<file path="config.mk">
export PLATFORM = sky130hd
export DESIGN_NAME = bezier_easing_table_builder
export DESIGN_NICKNAME = d
export VERILOG_FILES = /design/src/bet_pkg.sv /design/src/bezier_easing_table_builder.sv /design/src/bet_datapath.sv /design/src/bet_ctrl.sv
export SDC_FILE = /design/constraint.sdc
export NUM_CORES = 2
export LEC_CHECK = 0
export ABC_AREA = 0
export ABC_CLOCK_PERIOD_IN_PS = 20000
export BUFFER_PORTS_ARGS = -buffer_cell sky130_fd_sc_hd__buf_2
export CORE_MARGIN = 4
export CORE_UTILIZATION = 57
export DETAILED_ROUTE_END_ITERATION = 16
export PLACE_DENSITY = 0.81
export SYNTH_ARGS = -nofsm -noshare
export SYNTH_HDL_FRONTEND = slang
export SYNTH_HIERARCHICAL = 1
export SYNTH_SLANG_ARGS = --single-unit
export TNS_END_PERCENT = 30
</file>
<file path="constraint.sdc">
create_clock -name clock -period 20 [get_ports clock]
set_input_delay 4 -clock clock [delete_from_list [all_inputs] [get_ports clock]]
set_output_delay 4 -clock clock [all_outputs]
set_load 0.02 [all_outputs]
</file>
<file path="src/bet_pkg.sv">
// ----------------------------------------------------------------------------
// bet_pkg
// Shared types and constants of the Bezier easing table builder.
// ----------------------------------------------------------------------------
package bet_pkg;

   localparam int DEF_TABLE_SIZE       = 32;
   localparam int DEF_MAX_NEWTON_STEPS = 16;

   localparam int CTRL_W   = 7;
   localparam int VALUE_W  = 17;
   localparam int INDEX_W  = 6;
   localparam int STEP_W   = 5;
   localparam int DIV_STEPS = 48;
   localparam int DIV_CNT_W = 6;

   typedef enum logic [1:0] {
      POLY_X,
      POLY_S,
      POLY_Y
   } poly_type;

   typedef enum logic [3:0] {
      OP_NONE,
      OP_CAPTURE,
      OP_SETUP_P,
      OP_SETUP_C,
      OP_INIT_T,
      OP_LOAD,
      OP_MUL,
      OP_ADD,
      OP_RESID,
      OP_DIV_START,
      OP_DIV_STEP,
      OP_UPDATE,
      OP_NEXT,
      OP_OUT_SAMPLE,
      OP_OUT_LINEAR,
      OP_OUT_FINAL
   } dp_op_type;

   typedef struct packed {
      dp_op_type  op;
      poly_type   poly;
      logic [1:0] pstep;
      logic       conv;
   } dp_cmd_type;

   typedef struct packed {
      logic linear;
      logic resid_small;
      logic slope_zero;
      logic last_sample;
   } dp_status_type;

endpackage

</file>
<file path="src/bezier_easing_table_builder.sv">
// ----------------------------------------------------------------------------
// bezier_easing_table_builder
// Builds a cubic Bezier easing table by Newton iteration in Q2.16.
// ----------------------------------------------------------------------------
// channel  direction  handshake             payload
// req      in         req_valid/req_stall   req_ctrl_x1, _y1, _x2, _y2
// rsp      out        rsp_valid/rsp_stall   rsp_sample_value, _index, flags
//
// One curve at a time; req_stall is high until its last transfer is taken.
// Per sample: a start step, then per Newton step x(t) and its check, the slope,
// the serial divider and the update; the closing x(t) check is followed by
// y(t) and output, then the index advances after the transfer.
// A linear curve skips the iteration; its result is registered in S_SETUP_P.
// Reset is synchronous, active high. A stalled result holds the block in place.
// ----------------------------------------------------------------------------
module bezier_easing_table_builder import bet_pkg::*; #(
   parameter int TABLE_SIZE       = DEF_TABLE_SIZE,
   parameter int MAX_NEWTON_STEPS = DEF_MAX_NEWTON_STEPS
) (
   input  logic               clock,
   input  logic               reset,
   input  logic               req_valid,
   output logic               req_stall,
   input  logic [CTRL_W-1:0]  req_ctrl_x1,
   input  logic [CTRL_W-1:0]  req_ctrl_y1,
   input  logic [CTRL_W-1:0]  req_ctrl_x2,
   input  logic [CTRL_W-1:0]  req_ctrl_y2,
   output logic               rsp_valid,
   input  logic               rsp_stall,
   output logic [VALUE_W-1:0] rsp_sample_value,
   output logic [INDEX_W-1:0] rsp_sample_index,
   output logic               rsp_is_linear,
   output logic               rsp_converged,
   output logic               rsp_last_entry
);

   dp_cmd_type    cmd;
   dp_status_type status;

   bet_ctrl #(
      .MAX_NEWTON_STEPS(MAX_NEWTON_STEPS)
   ) u_ctrl (
      .clock     (clock),
      .reset     (reset),
      .req_valid (req_valid),
      .req_stall (req_stall),
      .rsp_valid (rsp_valid),
      .rsp_stall (rsp_stall),
      .cmd       (cmd),
      .status    (status)
   );

   bet_datapath #(
      .TABLE_SIZE(TABLE_SIZE)
   ) u_datapath (
      .clock            (clock),
      .reset            (reset),
      .req_ctrl_x1      (req_ctrl_x1),
      .req_ctrl_y1      (req_ctrl_y1),
      .req_ctrl_x2      (req_ctrl_x2),
      .req_ctrl_y2      (req_ctrl_y2),
      .cmd              (cmd),
      .status           (status),
      .rsp_sample_value (rsp_sample_value),
      .rsp_sample_index (rsp_sample_index),
      .rsp_is_linear    (rsp_is_linear),
      .rsp_converged    (rsp_converged),
      .rsp_last_entry   (rsp_last_entry)
   );

endmodule

</file>
<file path="src/bet_datapath.sv">
// ----------------------------------------------------------------------------
// bet_datapath
// Coefficients, shared multiply-add unit, serial divider and result register.
// ----------------------------------------------------------------------------
module bet_datapath import bet_pkg::*; #(
   parameter int TABLE_SIZE = DEF_TABLE_SIZE
) (
   input  logic                clock,
   input  logic                reset,
   input  logic [CTRL_W-1:0]   req_ctrl_x1,
   input  logic [CTRL_W-1:0]   req_ctrl_y1,
   input  logic [CTRL_W-1:0]   req_ctrl_x2,
   input  logic [CTRL_W-1:0]   req_ctrl_y2,
   input  dp_cmd_type          cmd,
   output dp_status_type       status,
   output logic [VALUE_W-1:0]  rsp_sample_value,
   output logic [INDEX_W-1:0]  rsp_sample_index,
   output logic                rsp_is_linear,
   output logic                rsp_converged,
   output logic                rsp_last_entry
);

   localparam int UNIT_STEP = 65536 / TABLE_SIZE;
   localparam int UNIT_REM  = 65536 % TABLE_SIZE;

   logic [CTRL_W-1:0]  bx1_ff, by1_ff, bx2_ff, by2_ff;
   logic [16:0]        px1_ff, py1_ff, px2_ff, py2_ff;
   logic signed [19:0] ax_ff, bx_ff, cx_ff, ay_ff, by_ff, cy_ff;
   logic signed [31:0] acc_ff;
   logic signed [51:0] prod_ff;
   logic signed [19:0] t_ff;
   logic [15:0]        u_ff;
   logic [6:0]         rem_ff;
   logic [INDEX_W-1:0] d_ff;
   logic signed [31:0] r_ff;
   logic               neg_ff;
   logic [31:0]        den_ff;
   logic [47:0]        quo_ff;
   logic [31:0]        prem_ff;

   logic signed [31:0] load_val, addend, prod_q, slope_in;
   logic signed [51:0] rnd;
   logic [32:0]        prem_sh;
   logic [32:0]        prem_sub;
   logic [31:0]        r_mag, s_mag;
   logic signed [49:0] q_signed, t_wide;
   logic signed [19:0] t_in;
   logic [6:0]         rem_sum;
   logic [VALUE_W-1:0] y_clamp;

   function automatic logic [16:0] to_q16(input logic [CTRL_W-1:0] v);
      logic [22:0] n;
      logic [48:0] m;
      n = {v, 16'd0} + 23'd63;
      m = 49'(n) * 49'd33818641;
      return m[48:32];
   endfunction

   function automatic logic signed [19:0] coef_a(input logic [16:0] p1, input logic [16:0] p2);
      logic signed [21:0] s;
      s = 22'sd65536 + 22'(p1) * 22'sd3 - 22'(p2) * 22'sd3;
      return s[19:0];
   endfunction

   function automatic logic signed [19:0] coef_b(input logic [16:0] p1, input logic [16:0] p2);
      logic signed [21:0] s;
      s = 22'(p2) * 22'sd3 - 22'(p1) * 22'sd6;
      return s[19:0];
   endfunction

   always_comb begin
      unique case (cmd.poly)
         POLY_X:  load_val = 32'(ax_ff);
         POLY_S:  load_val = 32'(ax_ff) * 32'sd3;
         default: load_val = 32'(ay_ff);
      endcase
      addend = '0;
      unique case (cmd.poly)
         POLY_X: begin
            if (cmd.pstep == 2'd0) addend = 32'(bx_ff);
            else if (cmd.pstep == 2'd1) addend = 32'(cx_ff);
         end
         POLY_S: begin
            if (cmd.pstep == 2'd0) addend = 32'(bx_ff) * 32'sd2;
            else addend = 32'(cx_ff);
         end
         default: begin
            if (cmd.pstep == 2'd0) addend = 32'(by_ff);
            else if (cmd.pstep == 2'd1) addend = 32'(cy_ff);
         end
      endcase
   end

   // round to nearest, ties away from zero
   assign rnd    = prod_ff + 52'sd32768 - 52'(prod_ff[51]);
   assign prod_q = rnd[47:16];
   assign slope_in = prod_q + addend;

   assign prem_sh  = {prem_ff, quo_ff[47]};
   assign prem_sub = prem_sh - {1'b0, den_ff};
   assign r_mag    = r_ff[31] ? 32'(-r_ff) : 32'(r_ff);
   assign s_mag    = acc_ff[31] ? 32'(-acc_ff) : 32'(acc_ff);

   assign q_signed = neg_ff ? -$signed({2'b00, quo_ff}) : $signed({2'b00, quo_ff});
   assign t_wide   = 50'(t_ff) - q_signed;

   always_comb begin
      if (t_wide < -50'sd524288) t_in = -20'sd524288;
      else if (t_wide > 50'sd524287) t_in = 20'sd524287;
      else t_in = t_wide[19:0];
   end

   assign rem_sum = rem_ff + 7'(UNIT_REM);

   always_comb begin
      if (acc_ff < 32'sd0) y_clamp = '0;
      else if (acc_ff > 32'sd65536) y_clamp = 17'd65536;
      else y_clamp = acc_ff[16:0];
   end

   assign status.linear      = (bx1_ff == by1_ff) && (bx2_ff == by2_ff);
   assign status.resid_small = (r_ff > -32'sd7) && (r_ff < 32'sd7);
   assign status.slope_zero  = (acc_ff == 32'sd0);
   assign status.last_sample = (d_ff == INDEX_W'(TABLE_SIZE - 1));

   always_ff @(posedge clock) begin
      if (reset) begin
         d_ff   <= '0;
         u_ff   <= '0;
         rem_ff <= '0;
      end else begin
         unique case (cmd.op)
            OP_CAPTURE: begin
               bx1_ff <= req_ctrl_x1;
               by1_ff <= req_ctrl_y1;
               bx2_ff <= req_ctrl_x2;
               by2_ff <= req_ctrl_y2;
            end
            OP_SETUP_P: begin
               px1_ff <= to_q16(bx1_ff);
               py1_ff <= to_q16(by1_ff);
               px2_ff <= to_q16(bx2_ff);
               py2_ff <= to_q16(by2_ff);
            end
            OP_SETUP_C: begin
               ax_ff  <= coef_a(px1_ff, px2_ff);
               bx_ff  <= coef_b(px1_ff, px2_ff);
               cx_ff  <= 20'(px1_ff) * 20'sd3;
               ay_ff  <= coef_a(py1_ff, py2_ff);
               by_ff  <= coef_b(py1_ff, py2_ff);
               cy_ff  <= 20'(py1_ff) * 20'sd3;
               d_ff   <= '0;
               u_ff   <= '0;
               rem_ff <= '0;
            end
            OP_INIT_T:  t_ff <= 20'(u_ff);
            OP_LOAD:    acc_ff <= load_val;
            OP_MUL:     prod_ff <= 52'(acc_ff) * 52'(t_ff);
            OP_ADD:     acc_ff <= slope_in;
            OP_RESID:   r_ff <= acc_ff - 32'(u_ff);
            OP_DIV_START: begin
               quo_ff  <= {r_mag, 16'd0};
               prem_ff <= '0;
               den_ff  <= s_mag;
               neg_ff  <= r_ff[31] ^ acc_ff[31];
            end
            OP_DIV_STEP: begin
               if (prem_sh >= {1'b0, den_ff}) begin
                  prem_ff <= prem_sub[31:0];
                  quo_ff  <= {quo_ff[46:0], 1'b1};
               end else begin
                  prem_ff <= prem_sh[31:0];
                  quo_ff  <= {quo_ff[46:0], 1'b0};
               end
            end
            OP_UPDATE:  t_ff <= t_in;
            OP_NEXT: begin
               d_ff <= d_ff + 1'b1;
               if (rem_sum >= 7'(TABLE_SIZE)) begin
                  rem_ff <= rem_sum - 7'(TABLE_SIZE);
                  u_ff   <= u_ff + 16'(UNIT_STEP + 1);
               end else begin
                  rem_ff <= rem_sum;
                  u_ff   <= u_ff + 16'(UNIT_STEP);
               end
            end
            OP_OUT_SAMPLE: begin
               rsp_sample_value <= y_clamp;
               rsp_sample_index <= d_ff;
               rsp_is_linear    <= 1'b0;
               rsp_converged    <= cmd.conv;
               rsp_last_entry   <= 1'b0;
            end
            OP_OUT_LINEAR: begin
               rsp_sample_value <= '0;
               rsp_sample_index <= '0;
               rsp_is_linear    <= 1'b1;
               rsp_converged    <= 1'b1;
               rsp_last_entry   <= 1'b1;
            end
            OP_OUT_FINAL: begin
               rsp_sample_value <= 17'd65536;
               rsp_sample_index <= INDEX_W'(TABLE_SIZE);
               rsp_is_linear    <= 1'b0;
               rsp_converged    <= 1'b1;
               rsp_last_entry   <= 1'b1;
            end
            default: ;
         endcase
      end
   end

endmodule

</file>
<file path="src/bet_ctrl.sv">
// ----------------------------------------------------------------------------
// bet_ctrl
// Sequencer: Newton loop, polynomial steps, divider count, output handshake.
// ----------------------------------------------------------------------------
module bet_ctrl import bet_pkg::*; #(
   parameter int MAX_NEWTON_STEPS = DEF_MAX_NEWTON_STEPS
) (
   input  logic          clock,
   input  logic          reset,
   input  logic          req_valid,
   output logic          req_stall,
   output logic          rsp_valid,
   input  logic          rsp_stall,
   output dp_cmd_type    cmd,
   input  dp_status_type status
);

   typedef enum logic [3:0] {
      S_IDLE,
      S_SETUP_P,
      S_SETUP_C,
      S_SAMPLE,
      S_LOAD,
      S_MUL,
      S_ADD,
      S_RESID,
      S_CHECK_X,
      S_CHECK_S,
      S_DIVIDE,
      S_UPDATE,
      S_OUT,
      S_WAIT,
      S_NEXT,
      S_FINAL
   } state_type;

   state_type          state_ff;
   poly_type           poly_ff;
   logic [1:0]         pstep_ff;
   logic [STEP_W-1:0]  steps_ff;
   logic [DIV_CNT_W-1:0] divcnt_ff;
   logic               conv_ff;
   logic               last_ff;
   logic               rsp_valid_ff;
   logic               poly_done;

   assign req_stall = (state_ff != S_IDLE);
   assign rsp_valid = rsp_valid_ff;
   assign poly_done = (pstep_ff == ((poly_ff == POLY_S) ? 2'd1 : 2'd2));

   always_comb begin
      cmd.op    = OP_NONE;
      cmd.poly  = poly_ff;
      cmd.pstep = pstep_ff;
      cmd.conv  = conv_ff;
      unique case (state_ff)
         S_IDLE:    if (req_valid) cmd.op = OP_CAPTURE;
         S_SETUP_P: cmd.op = status.linear ? OP_OUT_LINEAR : OP_SETUP_P;
         S_SETUP_C: cmd.op = OP_SETUP_C;
         S_SAMPLE:  cmd.op = OP_INIT_T;
         S_LOAD:    cmd.op = OP_LOAD;
         S_MUL:     cmd.op = OP_MUL;
         S_ADD:     cmd.op = OP_ADD;
         S_RESID:   cmd.op = OP_RESID;
         S_CHECK_S: if (!status.slope_zero) cmd.op = OP_DIV_START;
         S_DIVIDE:  cmd.op = OP_DIV_STEP;
         S_UPDATE:  cmd.op = OP_UPDATE;
         S_OUT:     cmd.op = OP_OUT_SAMPLE;
         S_NEXT:    cmd.op = OP_NEXT;
         S_FINAL:   cmd.op = OP_OUT_FINAL;
         default:   cmd.op = OP_NONE;
      endcase
   end

   always_ff @(posedge clock) begin
      if (reset) begin
         state_ff     <= S_IDLE;
         poly_ff      <= POLY_X;
         pstep_ff     <= '0;
         steps_ff     <= '0;
         divcnt_ff    <= '0;
         conv_ff      <= 1'b0;
         last_ff      <= 1'b0;
         rsp_valid_ff <= 1'b0;
      end else begin
         unique case (state_ff)
            S_IDLE: if (req_valid) state_ff <= S_SETUP_P;
            S_SETUP_P: begin
               if (status.linear) begin
                  rsp_valid_ff <= 1'b1;
                  last_ff      <= 1'b1;
                  state_ff     <= S_WAIT;
               end else begin
                  state_ff <= S_SETUP_C;
               end
            end
            S_SETUP_C: state_ff <= S_SAMPLE;
            S_SAMPLE: begin
               steps_ff <= '0;
               poly_ff  <= POLY_X;
               state_ff <= S_LOAD;
            end
            S_LOAD: begin
               pstep_ff <= '0;
               state_ff <= S_MUL;
            end
            S_MUL: state_ff <= S_ADD;
            S_ADD: begin
               pstep_ff <= pstep_ff + 1'b1;
               if (!poly_done) state_ff <= S_MUL;
               else begin
                  unique case (poly_ff)
                     POLY_X:  state_ff <= S_RESID;
                     POLY_S:  state_ff <= S_CHECK_S;
                     default: state_ff <= S_OUT;
                  endcase
               end
            end
            S_RESID: state_ff <= S_CHECK_X;
            S_CHECK_X: begin
               priority if (status.resid_small) begin
                  conv_ff  <= 1'b1;
                  poly_ff  <= POLY_Y;
               end else if (steps_ff >= STEP_W'(MAX_NEWTON_STEPS)) begin
                  conv_ff  <= 1'b0;
                  poly_ff  <= POLY_Y;
               end else begin
                  poly_ff  <= POLY_S;
               end
               state_ff <= S_LOAD;
            end
            S_CHECK_S: begin
               if (status.slope_zero) begin
                  conv_ff  <= 1'b0;
                  poly_ff  <= POLY_Y;
                  state_ff <= S_LOAD;
               end else begin
                  divcnt_ff <= '0;
                  state_ff  <= S_DIVIDE;
               end
            end
            S_DIVIDE: begin
               divcnt_ff <= divcnt_ff + 1'b1;
               if (divcnt_ff == DIV_CNT_W'(DIV_STEPS - 1)) state_ff <= S_UPDATE;
            end
            S_UPDATE: begin
               steps_ff <= steps_ff + 1'b1;
               poly_ff  <= POLY_X;
               state_ff <= S_LOAD;
            end
            S_OUT: begin
               rsp_valid_ff <= 1'b1;
               last_ff      <= 1'b0;
               state_ff     <= S_WAIT;
            end
            S_WAIT: begin
               if (!rsp_stall) begin
                  rsp_valid_ff <= 1'b0;
                  priority if (last_ff) begin
                     last_ff  <= 1'b0;
                     state_ff <= S_IDLE;
                  end else if (status.last_sample) begin
                     state_ff <= S_FINAL;
                  end else begin
                     state_ff <= S_NEXT;
                  end
               end
            end
            S_NEXT: state_ff <= S_SAMPLE;
            S_FINAL: begin
               rsp_valid_ff <= 1'b1;
               last_ff      <= 1'b1;
               state_ff     <= S_WAIT;
            end
            default: state_ff <= S_IDLE;
         endcase
      end
   end

endmodule
</file>
==> reports/qor.csv <==
metric,value,unit
"Top FF cell, synth",edfxtp_1,
synth top area cells,"edfxtp_1, fa_1, ha_1",
share of layout cells above drive strength 1,0.0451,
Worst Slack Setup Final,10660,ps
setup TNS,0,ps
H-tree Lvls,3,
Final setup viols,0,
cts repair resizes,0,
GPL Wtd Cong,0.960,
Worst slew margin,0.0909,
Fmax achieved,107,MHz
Post-CTS Setup Bufs,0,
status,completed,
met3 wire len,15500,um
RSZ-0062 raised after global routing,no,
die height,351,um
initial antenna violation count,4,
"Slew Viols, Final",0,
area grow syn2layout,6.27,%
P_leak,31.8,nW
Pwr Density,68.1,nW/um^2
WP data required,20410,ps
Max Used Layer,met5,
Clock Skew,34.4,ps
CTS buffer count,67,
Seq cells post-synth,532,
Post-Layout Cell Count,8664,
number of I/O pins,60,
WS Path Type,flop to flop,
GR Overflow Total,0,
Antenna Violating Nets Remaining,0,
Tot GR Track Use,0.285,
CP Launch Type,flop,
Synth Instances,7134,
WL/cell,20.0,um
actual slew at the worst max-slew pin,1360,ps
sequential area share after synthesis,0.232,
n_diodes,0,
WP data arrival,9750,ps
commonest cells in the netlist,"inv_1, ha_1, fa_1, nand2_1, edfxtp_1",
core area,116000,um^2
worst vdd ir,0.0776,mV
CTS tree,yes,
area share of the largest cell type after synthesis,0.218,
"FFs w/ async S/R, synth",0,
CTS sink count,532,
drt first-iter violations,4596,
full die area,123000,um^2
via/cell ratio,6.02,
Starting Density,0.576,
number of fill cells,9350,
Yosys Warn Count,6,
Post-Route WL,173000,um
Post-synth EDFFs,486,
Fin. Hold Viols,0,
clk_lat worst skew,700,ps
highest cell delay on the worst timing path,660,ps
crit path capture type,flop,
Rows,125,
largest net degree at the start of global routing,83,
Max Root-Sink Buffers,3,
DR DRC count,0,
Pre-antenna DRT Iters,6,
cell mode on critical path,fa_1,
min Tclk post-route,9340,ps
beginning of the worst hold path,u_ctrl/steps_ff[3],
Critical path origin,u_datapath/t_ff[8],
vias in the first global route,53700,
Final period util,0.467,
Metal-1 WL,66200,um
"area leader, netlist",edfxtp_1,
worst-path fanout max,20,
IO Port Bufs,59,
origin of the critical flop-to-flop path,u_datapath/t_ff[8],
vias after detailed routing,52200,
DP Cell Count,8541,
DIE WIDTH,351,um
placed wire-length estimate,133000,um
Nets,8545,
most common cell in the netlist,inv_1,
first-pass GRT wire length,279000,um
hold buffer count at cts,0,
"Max stage delay cell, worst path",a21oi_1,
"worst slack, placed",10910,ps
Max-Cap Viols,0,
Root Driver,clkbuf_16,
met2 routed WL,81800,um
clk slew on worst S/H paths,60,ps
post-layout util,0.612,
worst hold slack,484,ps
Hold Crit Class,flop to flop,
post-synth cell types,95,
Synth Cell Area,67000,um^2
Synth Net Count,8593,
"Avg Cell Area, Syn",9.39,um^2
-- worst max-delay path, delay by kind of cell (launching register included) --
kind                       cells  cell delay (ps)
DFF                            1              650
and+or+nand+nor                2              610
xor gates and xnor gates       1               80
adders and majority gates      8             3900
AOI/OAI and AO/OA             10             3100
buffers and inverters          7              680
-- area by class of cell --
type	instances	area, um^2	share of cell area
Clock inverter	43	556	0.00780
Inverter	1030	3870	0.0543
Multi-Input combinational cell	5309	46600	0.655
Clock buffer	80	1760	0.0247
Timing Repair Buffer	146	948	0.0133
Sequential cell	532	15500	0.218
Tap cell	1524	1910	0.0268
-- state kept, by name, summed over array words and instances, names as in the netlist, 16 cells and up --
name and count:
u_datapath/quo_ff 48, u_datapath/py1_ff 17, u_datapath/t_ff 20, u_datapath/py2_ff 17, u_datapath/u_ff 16, u_datapath/cy_ff 19
u_datapath/ax_ff 20, u_datapath/acc_ff 32, u_datapath/prod_ff 49, u_datapath/cx_ff 19, u_datapath/den_ff 32, u_datapath/rsp_sample_value 17
u_datapath/by_ff 20, u_datapath/prem_ff 32, u_datapath/px1_ff 17, u_datapath/bx_ff 20, u_datapath/r_ff 32, u_datapath/px2_ff 17
u_datapath/ay_ff 20
-- cells in the final DEF, fill, tap and decap left out, types with 13 or more instances in the layout --
cell | synthesis | routed
o211ai_1 | 24 | 24
a21o_1 | 123 | 123
nand3_1 | 118 | 118
nand2b_1 | 81 | 81
buf_2 | 5 | 59
nor4_1 | 32 | 30
nor3b_1 | 17 | 15
o31ai_1 | 58 | 58
and3_1 | 34 | 34
o21bai_1 | 60 | 60
o41ai_1 | 24 | 24
xor2_1 | 171 | 171
clkbuf_16 | 0 | 68
or3_1 | 50 | 50
a22oi_1 | 16 | 16
fa_1 | 681 | 681
mux2i_1 | 83 | 83
dfxtp_1 | 46 | 43
nor2b_1 | 53 | 53
a21boi_0 | 28 | 28
xnor2_1 | 327 | 327
o22ai_1 | 27 | 27
or4_1 | 27 | 27
edfxtp_1 | 486 | 486
nor2_1 | 380 | 378
nand2_1 | 605 | 605
o21a_1 | 72 | 72
buf_4 | 6 | 87
and2_1 | 391 | 391
o21ai_0 | 279 | 278
a21oi_1 | 347 | 345
a211oi_1 | 50 | 48
or2_2 | 14 | 14
a41oi_1 | 13 | 13
ha_1 | 746 | 746
nand4_1 | 54 | 54
nor3_1 | 108 | 102
inv_1 | 1027 | 1027
a31oi_1 | 30 | 30
-- final timing paths --
check / endpoint / slack [ps] / depth (start not counted)
max: u_datapath/prod_ff[51] / 10660 / 28
min: u_ctrl/steps_ff[3] / 480 / 2
min reg2reg: u_ctrl/steps_ff[3] / 480 / 2
max reg2reg: u_datapath/prod_ff[51] / 10660 / 28
-- routing by layer --
layer / track usage / vias up
li1: - / 23900
met1: 0.354 / 25400
met2: 0.474 / 2250
met3: 0.0576 / 571
met4: 0.144 / 4
met5: 0 / -
-- per-stage QoR --
step,cell area [um^2],total power [mW]
floorplan,67000,3.03
global placement,68900,3.46
detailed placement,68900,3.54
CTS,71200,4.85
global route,71200,5.18
finish,71200,4.84
-- where the power goes --
| group | switching [mW] | total, mW | internal, mW |
|---|---|---|---|
| registers | 0.0358 | 1.38 | 1.35 |
| logic | 1.26 | 2.17 | 0.913 |
| clock network | 0.532 | 1.29 | 0.756 |
-- cells by family (layout without fill, tap and decap cells) --
group	Yosys count	after routing	share of synthesized area
compound gates	1279	1279	0.123
xor+xnor	500	500	0.0657
buf+inv	1293	1299	0.0736
mux	85	85	0.0127
simple gates	2018	2018	0.151
fa+ha+maj	1427	1427	0.343
flops	532	532	0.232
Power figures use the tool's default switching activity.
